===== config.mk =====
export PLATFORM = sky130hd
export DESIGN_NAME = gfq_polynomial_multipoint_eval_flat
export DESIGN_NICKNAME = d
export VERILOG_FILES = /design/src/hw/rtl/gqe_pkg.sv /design/src/hw/rtl/gqe_channels.sv /design/src/hw/rtl/gqe_front.sv /design/src/hw/rtl/gqe_queue.sv /design/src/hw/rtl/gqe_back.sv /design/src/hw/rtl/gfq_polynomial_multipoint_eval.sv /design/src/flat_wrapper.sv
export VERILOG_INCLUDE_DIRS = /design/src /design/src/hw/rtl
export SDC_FILE = /design/constraint.sdc
export NUM_CORES = 2
export LEC_CHECK = 0
export BUFFER_PORTS_ARGS = -buffer_cell sky130_fd_sc_hd__buf_2
export CELL_PAD_IN_SITES_DETAIL_PLACEMENT = 0
export CELL_PAD_IN_SITES_GLOBAL_PLACEMENT = 1
export CORE_AREA = 2 2 264 266
export DETAILED_ROUTE_END_ITERATION = 10
export DIE_AREA = 0 0 266 268
export PLACE_DENSITY_LB_ADDON = 0.15
export SETUP_SLACK_MARGIN = 0.15
export SLEW_MARGIN = 10
export SYNTH_ARGS = -nofsm -noshare
export SYNTH_HDL_FRONTEND = slang
export SYNTH_SLANG_ARGS = --single-unit

===== constraint.sdc =====
create_clock -name clk -period 5.8 [get_ports clk]
set_input_delay 0.29 -clock clk [delete_from_list [all_inputs] [get_ports clk]]
set_output_delay 0.29 -clock clk [all_outputs]
set_load 0.005 [all_outputs]

===== src/hw/rtl/gfq_polynomial_multipoint_eval_macros.svh =====
// ----------------------------------------------------------------------------
// gfq_polynomial_multipoint_eval_macros
// Assertion macros for the multipoint evaluator, clocked on clk, reset on arst_n.
// ----------------------------------------------------------------------------
`ifndef GFQ_POLYNOMIAL_MULTIPOINT_EVAL_MACROS_SVH
`define GFQ_POLYNOMIAL_MULTIPOINT_EVAL_MACROS_SVH

// check a consequent in the same cycle
`define GQE_ASSERT_NOW(lbl, ante, cons, msg) \
	lbl: assert property (@(posedge clk) disable iff (!arst_n) (ante) |-> (cons)) \
		else $error(msg);

// check a consequent in the next cycle
`define GQE_ASSERT_NEXT(lbl, ante, cons, msg) \
	lbl: assert property (@(posedge clk) disable iff (!arst_n) (ante) |=> (cons)) \
		else $error(msg);

`endif


===== src/hw/rtl/gqe_pkg.sv =====
`timescale 1ns / 1ps
// ----------------------------------------------------------------------------
// gqe_pkg
// Shared constants, types and the evaluation weight function.
// ----------------------------------------------------------------------------
package gqe_pkg;

	localparam int NUM_COEFS         = 10;
	localparam int VAL_W             = 7;
	localparam int SLOT_W            = 5;
	localparam int NUM_SLOTS         = 19;
	localparam int LAST_SLOT_SHORT   = 4;
	localparam int LAST_SLOT_LONG    = 18;
	localparam int LEAD_SHORT        = 2;
	localparam int LEAD_LONG         = 9;
	localparam int SLOT_LAST_FINITE  = 17;
	localparam int LAST_FINITE_POINT = 9;
	localparam int QUEUE_DEPTH       = 2;
	localparam int MODULUS_DEFAULT   = 127;

	typedef enum logic {
		MODE_SHORT = 1'b0,
		MODE_LONG  = 1'b1
	} cmode_t;

	typedef struct packed {
		logic [NUM_COEFS-1:0][VAL_W-1:0] coef;
		logic                            column_end;
		cmode_t                          mode;
		logic [SLOT_W-1:0]               last_slot;
	} entry_t;

	typedef struct packed {
		logic head_valid;
		logic full;
	} qstat_t;

	// weight of coefficient k for a given slot: point^k mod m, or the leading-term pick
	function automatic logic [VAL_W-1:0] weight_f(input logic mode, input int slot,
		input int k, input int m);
		int t;
		int lead;
		int w;
		int acc;
		bit at_inf;
		t      = 0;
		lead   = LEAD_LONG;
		at_inf = 1'b0;
		if (mode == MODE_SHORT) begin
			lead   = LEAD_SHORT;
			at_inf = (slot == LAST_SLOT_SHORT);
			case (slot)
				0:       t = 0;
				1:       t = 1;
				2:       t = m - 1;
				default: t = 2;
			endcase
		end else begin
			at_inf = (slot == LAST_SLOT_LONG);
			if (slot == 0) begin
				t = 0;
			end else if (slot == SLOT_LAST_FINITE) begin
				t = LAST_FINITE_POINT;
			end else if (slot[0]) begin
				t = (slot + 1) >> 1;
			end else begin
				t = m - (slot >> 1);
			end
		end
		if (k > lead) begin
			return '0;
		end
		if (at_inf) begin
			return (k == lead) ? VAL_W'(1) : VAL_W'(0);
		end
		w = 1;
		for (int i = 0; i < NUM_COEFS; i++) begin
			if (i < k) begin
				acc = 0;
				for (int j = 0; j < (1 << VAL_W); j++) begin
					if (j < t) begin
						acc = acc + w;
						if (acc >= m) begin
							acc = acc - m;
						end
					end
				end
				w = acc;
			end
		end
		return w[VAL_W-1:0];
	endfunction

endpackage


===== src/hw/rtl/gqe_channels.sv =====
`timescale 1ns / 1ps
// ----------------------------------------------------------------------------
// gqe_channels
// Valid/ready channels: coefficient columns, point results, mode writes.
// ----------------------------------------------------------------------------
interface gqe_col_if;
	logic                    valid;
	logic                    ready;
	logic [gqe_pkg::VAL_W-1:0] coef_0;
	logic [gqe_pkg::VAL_W-1:0] coef_1;
	logic [gqe_pkg::VAL_W-1:0] coef_2;
	logic [gqe_pkg::VAL_W-1:0] coef_3;
	logic [gqe_pkg::VAL_W-1:0] coef_4;
	logic [gqe_pkg::VAL_W-1:0] coef_5;
	logic [gqe_pkg::VAL_W-1:0] coef_6;
	logic [gqe_pkg::VAL_W-1:0] coef_7;
	logic [gqe_pkg::VAL_W-1:0] coef_8;
	logic [gqe_pkg::VAL_W-1:0] coef_9;
	logic                    column_end;

	modport source (output valid, coef_0, coef_1, coef_2, coef_3, coef_4, coef_5, coef_6,
		coef_7, coef_8, coef_9, column_end, input ready);
	modport sink (input valid, coef_0, coef_1, coef_2, coef_3, coef_4, coef_5, coef_6,
		coef_7, coef_8, coef_9, column_end, output ready);
endinterface

interface gqe_pt_if;
	logic                       valid;
	logic                       ready;
	logic [gqe_pkg::VAL_W-1:0]  point_value;
	logic [gqe_pkg::SLOT_W-1:0] point_slot;
	logic                       final_point;
	logic                       batch_end;

	modport source (output valid, point_value, point_slot, final_point, batch_end,
		input ready);
	modport sink (input valid, point_value, point_slot, final_point, batch_end,
		output ready);
endinterface

interface gqe_cfg_if;
	logic valid;
	logic ready;
	logic coefficient_mode;

	modport source (output valid, coefficient_mode, input ready);
	modport sink (input valid, coefficient_mode, output ready);
endinterface


===== src/hw/rtl/gqe_front.sv =====
`timescale 1ns / 1ps
// ----------------------------------------------------------------------------
// gqe_front
// Accept columns, hold the mode register and tag each word for the queue.
// ----------------------------------------------------------------------------
module gqe_front (
	input  logic            clk,
	input  logic            arst_n,
	gqe_col_if.sink         col,
	gqe_cfg_if.sink         cfg,
	input  gqe_pkg::qstat_t qstat,
	output logic            push,
	output gqe_pkg::entry_t push_entry
);

	gqe_pkg::cmode_t mode_q;

	assign cfg.ready = 1'b1;

	always_ff @(posedge clk or negedge arst_n) begin
		if (!arst_n) begin
			mode_q <= gqe_pkg::MODE_LONG;
		end else if (cfg.valid) begin
			mode_q <= gqe_pkg::cmode_t'(cfg.coefficient_mode);
		end
	end

	assign col.ready = !qstat.full;
	assign push      = col.valid && !qstat.full;

	always_comb begin
		push_entry.coef[0]    = col.coef_0;
		push_entry.coef[1]    = col.coef_1;
		push_entry.coef[2]    = col.coef_2;
		push_entry.coef[3]    = col.coef_3;
		push_entry.coef[4]    = col.coef_4;
		push_entry.coef[5]    = col.coef_5;
		push_entry.coef[6]    = col.coef_6;
		push_entry.coef[7]    = col.coef_7;
		push_entry.coef[8]    = col.coef_8;
		push_entry.coef[9]    = col.coef_9;
		push_entry.column_end = col.column_end;
		push_entry.mode       = mode_q;
		// classify: last slot of the word
		if (mode_q == gqe_pkg::MODE_LONG) begin
			push_entry.last_slot = gqe_pkg::SLOT_W'(gqe_pkg::LAST_SLOT_LONG);
		end else begin
			push_entry.last_slot = gqe_pkg::SLOT_W'(gqe_pkg::LAST_SLOT_SHORT);
		end
	end

endmodule


===== src/hw/rtl/gqe_queue.sv =====
`timescale 1ns / 1ps
// ----------------------------------------------------------------------------
// gqe_queue
// Short word queue between the front and the evaluation pipeline.
// ----------------------------------------------------------------------------
module gqe_queue (
	input  logic            clk,
	input  logic            arst_n,
	input  logic            push,
	input  gqe_pkg::entry_t push_entry,
	input  logic            pop,
	output gqe_pkg::entry_t head,
	output gqe_pkg::qstat_t qstat
);

	localparam int DEPTH = gqe_pkg::QUEUE_DEPTH;
	localparam int PTR_W = (DEPTH > 1) ? $clog2(DEPTH) : 1;
	localparam int CNT_W = $clog2(DEPTH + 1);

	gqe_pkg::entry_t   slots_q [DEPTH];
	logic [PTR_W-1:0]  wr_ptr_q;
	logic [PTR_W-1:0]  rd_ptr_q;
	logic [CNT_W-1:0]  count_q;

	function automatic logic [PTR_W-1:0] next_ptr(input logic [PTR_W-1:0] p);
		return (p == PTR_W'(DEPTH - 1)) ? '0 : p + PTR_W'(1);
	endfunction

	always_ff @(posedge clk or negedge arst_n) begin
		if (!arst_n) begin
			wr_ptr_q <= '0;
			rd_ptr_q <= '0;
			count_q  <= '0;
		end else begin
			if (push) begin
				wr_ptr_q <= next_ptr(wr_ptr_q);
			end
			if (pop) begin
				rd_ptr_q <= next_ptr(rd_ptr_q);
			end
			if (push && !pop) begin
				count_q <= count_q + CNT_W'(1);
			end else if (pop && !push) begin
				count_q <= count_q - CNT_W'(1);
			end
		end
	end

	always_ff @(posedge clk) begin
		if (push) begin
			slots_q[wr_ptr_q] <= push_entry;
		end
	end

	assign head             = slots_q[rd_ptr_q];
	assign qstat.head_valid = (count_q != '0);
	assign qstat.full       = (count_q == CNT_W'(DEPTH));

endmodule


===== src/hw/rtl/gqe_back.sv =====
`timescale 1ns / 1ps
// ----------------------------------------------------------------------------
// gqe_back
// Slot sequencer and four-stage weighted-sum evaluator with modular reduction.
// ----------------------------------------------------------------------------
module gqe_back #(
	parameter int MODULUS = gqe_pkg::MODULUS_DEFAULT
) (
	input  logic            clk,
	input  logic            arst_n,
	input  gqe_pkg::entry_t head,
	input  gqe_pkg::qstat_t qstat,
	output logic            pop,
	gqe_pt_if.source        pt
);

	localparam int VAL_W  = gqe_pkg::VAL_W;
	localparam int SLOT_W = gqe_pkg::SLOT_W;
	localparam int NCOEF  = gqe_pkg::NUM_COEFS;
	localparam int NSLOT  = gqe_pkg::NUM_SLOTS;
	localparam int PROD_W = 2 * VAL_W;
	localparam int SUM_W  = PROD_W + $clog2(NCOEF);
	localparam int QHAT_W = SUM_W - $clog2(MODULUS) + 1;
	localparam logic [QHAT_W-1:0] RECIP = QHAT_W'((1 << SUM_W) / MODULUS);

	logic [VAL_W-1:0] weight_tab [2][NSLOT][NCOEF];

	for (genvar md = 0; md < 2; md++) begin : g_mode
		for (genvar sl = 0; sl < NSLOT; sl++) begin : g_slot
			for (genvar k = 0; k < NCOEF; k++) begin : g_coef
				assign weight_tab[md][sl][k] = gqe_pkg::weight_f(1'(md), sl, k, MODULUS);
			end
		end
	end

	logic                     adv;
	logic                     issue;
	logic                     last_of_word;
	logic [SLOT_W-1:0]        slot_q;

	logic                     v_s1, v_s2, v_s3, v_s4;
	logic [PROD_W-1:0]        prod_s1 [NCOEF];
	logic [SLOT_W-1:0]        slot_s1, slot_s2, slot_s3, slot_s4;
	logic                     fin_s1, fin_s2, fin_s3, fin_s4;
	logic                     end_s1, end_s2, end_s3, end_s4;
	logic [SUM_W-1:0]         sum_s2, sum_s3;
	logic [QHAT_W-1:0]        qhat_s3;
	logic [VAL_W-1:0]         val_s4;

	logic [SUM_W-1:0]         sum_c;
	logic [SUM_W+QHAT_W-1:0]  qprod_c;
	logic [SUM_W-1:0]         diff_c;
	logic [VAL_W:0]           rem_c;
	logic [VAL_W-1:0]         val_c;

	// advance the whole pipe unless the output word is held
	assign adv          = !v_s4 || pt.ready;
	assign issue        = qstat.head_valid && adv;
	assign last_of_word = (slot_q == head.last_slot);
	assign pop          = issue && last_of_word;

	always_ff @(posedge clk or negedge arst_n) begin
		if (!arst_n) begin
			slot_q <= '0;
			v_s1   <= 1'b0;
			v_s2   <= 1'b0;
			v_s3   <= 1'b0;
			v_s4   <= 1'b0;
		end else begin
			if (issue) begin
				slot_q <= last_of_word ? '0 : slot_q + SLOT_W'(1);
			end
			if (adv) begin
				v_s1 <= issue;
				v_s2 <= v_s1;
				v_s3 <= v_s2;
				v_s4 <= v_s3;
			end
		end
	end

	always_comb begin
		sum_c = '0;
		for (int k = 0; k < NCOEF; k++) begin
			sum_c = sum_c + SUM_W'(prod_s1[k]);
		end
		qprod_c = (SUM_W+QHAT_W)'(sum_s2) * (SUM_W+QHAT_W)'(RECIP);
		diff_c  = sum_s3 - SUM_W'(SUM_W'(qhat_s3) * SUM_W'(MODULUS));
		rem_c   = diff_c[VAL_W:0];
		if (rem_c >= (VAL_W+1)'(MODULUS)) begin
			val_c = VAL_W'(rem_c - (VAL_W+1)'(MODULUS));
		end else begin
			val_c = rem_c[VAL_W-1:0];
		end
	end

	always_ff @(posedge clk) begin
		if (adv) begin
			for (int k = 0; k < NCOEF; k++) begin
				prod_s1[k] <= PROD_W'(head.coef[k]) *
					PROD_W'(weight_tab[head.mode][slot_q][k]);
			end
			slot_s1 <= slot_q;
			fin_s1  <= last_of_word;
			end_s1  <= head.column_end;

			sum_s2  <= sum_c;
			slot_s2 <= slot_s1;
			fin_s2  <= fin_s1;
			end_s2  <= end_s1;

			sum_s3  <= sum_s2;
			qhat_s3 <= qprod_c[SUM_W+QHAT_W-1:SUM_W];
			slot_s3 <= slot_s2;
			fin_s3  <= fin_s2;
			end_s3  <= end_s2;

			val_s4  <= val_c;
			slot_s4 <= slot_s3;
			fin_s4  <= fin_s3;
			end_s4  <= end_s3;
		end
	end

	assign pt.valid       = v_s4;
	assign pt.point_value = val_s4;
	assign pt.point_slot  = slot_s4;
	assign pt.final_point = fin_s4;
	assign pt.batch_end   = end_s4;

endmodule


===== src/hw/rtl/gfq_polynomial_multipoint_eval.sv =====
`timescale 1ns / 1ps
// ----------------------------------------------------------------------------
// gfq_polynomial_multipoint_eval
// Multipoint evaluation of a coefficient column over GF(MODULUS).
// ----------------------------------------------------------------------------
// Each accepted column yields one result word per cycle on the point channel while it is not
// held by point.ready: five words (slots 0..4) in three-coefficient mode, nineteen (slots 0..18)
// in ten-coefficient mode, so the slot sequencer sets the sustained rate. After the column
// reaches the head of the two-word queue, its first point passes the product, sum,
// quotient and result registers; the queue takes new columns while earlier ones are still evaluated.
// Every point is a weighted sum of the coefficients with constant power weights, reduced
// modulo MODULUS by a reciprocal multiply and one correction. The mode register resets to
// ten-coefficient mode. The user must write it only while the block is idle; the block does not enforce it.
module gfq_polynomial_multipoint_eval #(
	parameter int MODULUS = gqe_pkg::MODULUS_DEFAULT
) (
	input  logic     clk,
	input  logic     arst_n,
	gqe_col_if.sink  column,
	gqe_pt_if.source point,
	gqe_cfg_if.sink  cfg
);

	`include "gfq_polynomial_multipoint_eval_macros.svh"

	logic            push;
	logic            pop;
	gqe_pkg::entry_t push_entry;
	gqe_pkg::entry_t head;
	gqe_pkg::qstat_t qstat;

	gqe_front u_front (
		.clk        (clk),
		.arst_n     (arst_n),
		.col        (column),
		.cfg        (cfg),
		.qstat      (qstat),
		.push       (push),
		.push_entry (push_entry)
	);

	gqe_queue u_queue (
		.clk        (clk),
		.arst_n     (arst_n),
		.push       (push),
		.push_entry (push_entry),
		.pop        (pop),
		.head       (head),
		.qstat      (qstat)
	);

	gqe_back #(
		.MODULUS (MODULUS)
	) u_back (
		.clk    (clk),
		.arst_n (arst_n),
		.head   (head),
		.qstat  (qstat),
		.pop    (pop),
		.pt     (point)
	);

	`GQE_ASSERT_NOW(a_final_slot, point.valid && point.final_point, point.point_slot == gqe_pkg::SLOT_W'(gqe_pkg::LAST_SLOT_SHORT) || point.point_slot == gqe_pkg::SLOT_W'(gqe_pkg::LAST_SLOT_LONG), "final point on a non-final slot")
	`GQE_ASSERT_NOW(a_value_range, point.valid, point.point_value < gqe_pkg::VAL_W'(MODULUS), "point value not reduced")
	`GQE_ASSERT_NOW(a_stall_cause, column.valid && !column.ready, qstat.head_valid, "column refused with an empty queue")
	`GQE_ASSERT_NEXT(a_push_held, column.valid && column.ready && !pop, qstat.head_valid, "pushed word lost from the queue")

endmodule

===== src/flat_wrapper.sv =====
// flat-port wrapper written by rule: the top's interface ports become plain ports
module gfq_polynomial_multipoint_eval_flat 
#(
	parameter int MODULUS = gqe_pkg::MODULUS_DEFAULT
)
  (clk, arst_n, column_valid, column_coef_0, column_coef_1, column_coef_2, column_coef_3, column_coef_4, column_coef_5, column_coef_6, column_coef_7, column_coef_8, column_coef_9, column_column_end, column_ready, point_valid, point_point_value, point_point_slot, point_final_point, point_batch_end, point_ready, cfg_valid, cfg_coefficient_mode, cfg_ready);
  gqe_col_if column_i ();
  gqe_pt_if point_i ();
  gqe_cfg_if cfg_i ();
  input  logic clk;
  input  logic arst_n;
  input wire logic [$bits(column_i.valid)-1:0] column_valid;
  input wire logic [$bits(column_i.coef_0)-1:0] column_coef_0;
  input wire logic [$bits(column_i.coef_1)-1:0] column_coef_1;
  input wire logic [$bits(column_i.coef_2)-1:0] column_coef_2;
  input wire logic [$bits(column_i.coef_3)-1:0] column_coef_3;
  input wire logic [$bits(column_i.coef_4)-1:0] column_coef_4;
  input wire logic [$bits(column_i.coef_5)-1:0] column_coef_5;
  input wire logic [$bits(column_i.coef_6)-1:0] column_coef_6;
  input wire logic [$bits(column_i.coef_7)-1:0] column_coef_7;
  input wire logic [$bits(column_i.coef_8)-1:0] column_coef_8;
  input wire logic [$bits(column_i.coef_9)-1:0] column_coef_9;
  input wire logic [$bits(column_i.column_end)-1:0] column_column_end;
  output wire logic [$bits(column_i.ready)-1:0] column_ready;
  output wire logic [$bits(point_i.valid)-1:0] point_valid;
  output wire logic [$bits(point_i.point_value)-1:0] point_point_value;
  output wire logic [$bits(point_i.point_slot)-1:0] point_point_slot;
  output wire logic [$bits(point_i.final_point)-1:0] point_final_point;
  output wire logic [$bits(point_i.batch_end)-1:0] point_batch_end;
  input wire logic [$bits(point_i.ready)-1:0] point_ready;
  input wire logic [$bits(cfg_i.valid)-1:0] cfg_valid;
  input wire logic [$bits(cfg_i.coefficient_mode)-1:0] cfg_coefficient_mode;
  output wire logic [$bits(cfg_i.ready)-1:0] cfg_ready;
  assign column_i.valid = column_valid;
  assign column_i.coef_0 = column_coef_0;
  assign column_i.coef_1 = column_coef_1;
  assign column_i.coef_2 = column_coef_2;
  assign column_i.coef_3 = column_coef_3;
  assign column_i.coef_4 = column_coef_4;
  assign column_i.coef_5 = column_coef_5;
  assign column_i.coef_6 = column_coef_6;
  assign column_i.coef_7 = column_coef_7;
  assign column_i.coef_8 = column_coef_8;
  assign column_i.coef_9 = column_coef_9;
  assign column_i.column_end = column_column_end;
  assign column_ready = column_i.ready;
  assign point_valid = point_i.valid;
  assign point_point_value = point_i.point_value;
  assign point_point_slot = point_i.point_slot;
  assign point_final_point = point_i.final_point;
  assign point_batch_end = point_i.batch_end;
  assign point_i.ready = point_ready;
  assign cfg_i.valid = cfg_valid;
  assign cfg_i.coefficient_mode = cfg_coefficient_mode;
  assign cfg_ready = cfg_i.ready;
  gfq_polynomial_multipoint_eval #(.MODULUS(MODULUS)) u_core (.clk(clk), .arst_n(arst_n), .column(column_i), .point(point_i), .cfg(cfg_i));
endmodule

==> results.sh <==
export IMPL_run_status="finished clean"
export IMPL_critPathRequiredTime_ns=6.13
export IMPL_routed_wl_mm=80.3
export IMPL_mappedNetlistArea_sq_um=31900
export IMPL_postSynth_topFlopCell="edfxtp_1"
export IMPL_gr_total_overflow=0
export IMPL_synth_enable_flop_cells=348
export IMPL_synth_sequential_area_ratio_pct=33.9
export IMPL_netlist_instances=2869
export IMPL_crit_fanout=7
export IMPL_worst_clock_skew_ns=0.0384
export IMPL_gpl_final_weighted_congestion=0.908
export IMPL_core_rowCount=96
export IMPL_ctsLongestPathBuffers=3
export IMPL_cts_made_buffers=44
export IMPL_slew_headroom_pct=18.5
export IMPL_detail_route_drc_violations=0
export IMPL_critPathCaptureType="flip-flop"
export IMPL_first_pass_grt_wire_length_mm=127
export IMPL_worstPathArrival_ns=6.05
export IMPL_clk_root_buffer_cell="clkbuf_16"
export IMPL_post_route_period_util_pct=98.6
export IMPL_core_region_area_sq_um=68200
export IMPL_count_of_pins_over_their_slew_limit=0
export IMPL_final_fill_count=5789
export IMPL_final_layout_size_suffix_gt1_share_pct=23.7
export IMPL_boundaryPins=94
export IMPL_port_buffers=92
export IMPL_max_cap_violations=0
export IMPL_ys_async_sr_fraction_pct=3.87
export IMPL_ys_seq_elements=362
export IMPL_ys_types=84
export IMPL_grt_pass1_vias=23200
export IMPL_synthesis_nets=3657
export IMPL_total_global_routing_track_utilization_pct=23.0
export IMPL_routed_via_count=22200
export IMPL_min_period_ns=5.72
export IMPL_starting_density_pct=46.7
export IMPL_fmaxAchievable_ghz=0.175
export IMPL_drt_pass1_iterations=5
export IMPL_footprint_of_the_flip_flops_and_latches_sq_um=10800
export IMPL_layout_cells_non_filler=4275
export IMPL_grt_start_max_net_pins=134
export IMPL_post_drt_via_cell_ratio=5.19
export IMPL_antenna_found_initial=0
export IMPL_placed_cells=4081
export IMPL_worst_slew_pin_slew_ns=1.22
export IMPL_clk_insertion_delay_late_ns=0.61
export IMPL_finalNetCount=4144
export IMPL_rsz_0062_raised_after_global_routing="true"
export IMPL_layout_common_cells="inv_1, ha_1, nor2_1, edfxtp_1, fa_1"
export IMPL_detailedPlacementHpwl_mm=64.0
export IMPL_htree_levels=2
export IMPL_floorplan_die_area_sq_um=71300
export IMPL_antenna_violating_nets_left=0
export IMPL_wl_cell_um=18.8
export IMPL_clk_pin_slew_worst_paths_ns=0.06
export IMPL_drt_first_iter_violations=1336
export IMPL_final_common_cell="inv_1"
export IMPL_cts_sinks=362
export IMPL_relative_area_change_from_synthesis_to_final_layout_pct=22.8
export IMPL_multi_input_gate_area_in_the_final_layout_sq_um=20500
export IMPL_timing_setup_critical_path_class="reg -> reg"
export IMPL_chipWidth_um=266
export IMPL_report_final_setup_viol=0
export IMPL_hold_path_class="in -> reg"
export IMPL_die_height_um=268
export IMPL_syn_avg_cell_area_sq_um=11.1
export IMPL_cts_tree="yes"
export IMPL_timing_final_hold_violations=0
export IMPL_yosysWarningCount=0
export IMPL_start_kind="flip-flop"
[flip-flops by register name, indices dropped and copies added, names as in the netlist, 7 cells and up]
name / flops
u_core.u_back.qhat_s3: 8
u_core.u_back.pt.point_value: 7
u_core.u_back.sum_s2: 18
u_core.u_back.sum_s3: 8
u_core.u_queue.slots_q: 146
u_core.u_back.prod_s1: 133
[through the flow]
step | setup slack (ns) | setup TNS (ns) | area [sq um] | hold slack [ns] | utilization (%)
after global routing | -0.156 | -1.77 | 39100 | 0.0687 | 57.4
after detailed placement | -0.222 | -1.84 | 35700 | 0.215 | 52.3
after floorplan | -0.0393 | -0.0573 | 32200 | -0.00559 | -
after CTS | 0.0760 | 0 | 38500 | 0.0252 | 56.5
after global placement | -0.0927 | -0.436 | 35700 | 0.214 | 52.3
final | 0.0791 | 0 | 39100 | 0.0497 | 57.4
[synthesized netlist by cell type, types with 20 or more instances]
master / n / area, sq um
inv_1: 404 / 1520
ha_1: 385 / 4820
and3_1: 20 / 125
xnor2_1: 86 / 753
edfxtp_1: 348 / 10500
nand2_1: 135 / 507
or2_2: 102 / 638
mux2i_1: 76 / 761
xor2_1: 52 / 455
nand3_1: 23 / 115
a21oi_1: 115 / 576
fa_1: 326 / 6530
nand2b_1: 23 / 144
nor3_1: 24 / 120
o21a_1: 23 / 173
a21o_1: 33 / 248
nor2_1: 372 / 1400
o21ai_0: 56 / 280
[cell type report]
| cell class | count | share of cell area, % |
|---|---|---|
| tap | 882 | 2.82 |
| clock inverter | 32 | 0.905 |
| multi-input combinational | 2055 | 52.3 |
| clock buffer | 50 | 2.90 |
| antenna | 1 | 0.00639 |
| sequential | 362 | 27.6 |
| inverter | 406 | 3.92 |
| timing repair buffer | 487 | 9.52 |
[timing repair]
| action | in CTS | in global routing |
|---|---|---|
| cloned | 0 | 0 |
| hold endpoints to repair | 157 | 0 |
| buffers inserted | 20 | 17 |
| resized for setup | 102 | 105 |
| endpoints found under the setup margin | 38 | 43 |
| pin swaps | 97 | 62 |
| hold buffers | 74 | 0 |
[cells by family (layout without fill, tap and decap cells)]
group                    count (synthesis)  in the layout  synth area share [%]
adder cells (fa/ha/maj)                711            711                  35.6
AO/OA/AOI/OAI                          342            342                  7.09
other                                    1              2                0.0118
flip-flops                             362            362                  33.9
AND/OR/NAND/NOR                        765            765                  11.0
multiplexers                            97             97                  3.18
XOR/XNOR                               139            139                  3.84
buffers and inverters                  452            975                  5.41
[path summary, 6_finish.rpt]
path	slack, ns	cells past startpoint	start	to
worst max-delay path	0.08	24	u_core.u_queue.rd_ptr_q	u_core.u_back.prod_s1[6][13]
max in group asynchronous	5.37	2	arst_n	u_core.u_front.mode_q
worst min register to register	0.41	0	u_core.u_back.slot_s2[3]	u_core.u_back.slot_s3[3]
worst min-delay path	0.05	4	point_ready	u_core.u_back.v_s2
worst max register to register	0.08	24	u_core.u_queue.rd_ptr_q	u_core.u_back.prod_s1[6][13]
min in group asynchronous	0.14	2	arst_n	u_core.u_queue.wr_ptr_q
[critical path, cell delays in order, from the launching register on]
cell and delay (ns):
dfrtp_4 0.49, mux2i_4 0.21, inv_4 0.09, ha_4 0.18, buf_12 0.14, mux2_4 0.31
a21o_1 0.18, nand2_1 0.08, a21o_1 0.20, and2_4 0.17, or2_4 0.11, fa_1 0.42
fa_1 0.51, inv_1 0.05, fa_1 0.47, inv_1 0.05, fa_1 0.49, inv_2 0.05
ha_4 0.21, o21a_1 0.17, nor2_2 0.13, nor4b_2 0.06, a2111o_1 0.39, o31ai_2 0.21
xnor2_1 0.10
[routing by layer]
metal | share of wire (%) | up-vias | GRT usage (%)
li1 | - | 10700 | -
met1 | 47 | 11100 | 32.6
met2 | 47 | 392 | 38.1
met3 | 3.7 | 87 | 2.46
met4 | 2.1 | 0 | 5.28
met5 | 0 | - | 0
Power is left out: the tool's default activity adds up to more than one toggle a clock period on the data nets, which glitch-free logic cannot reach.
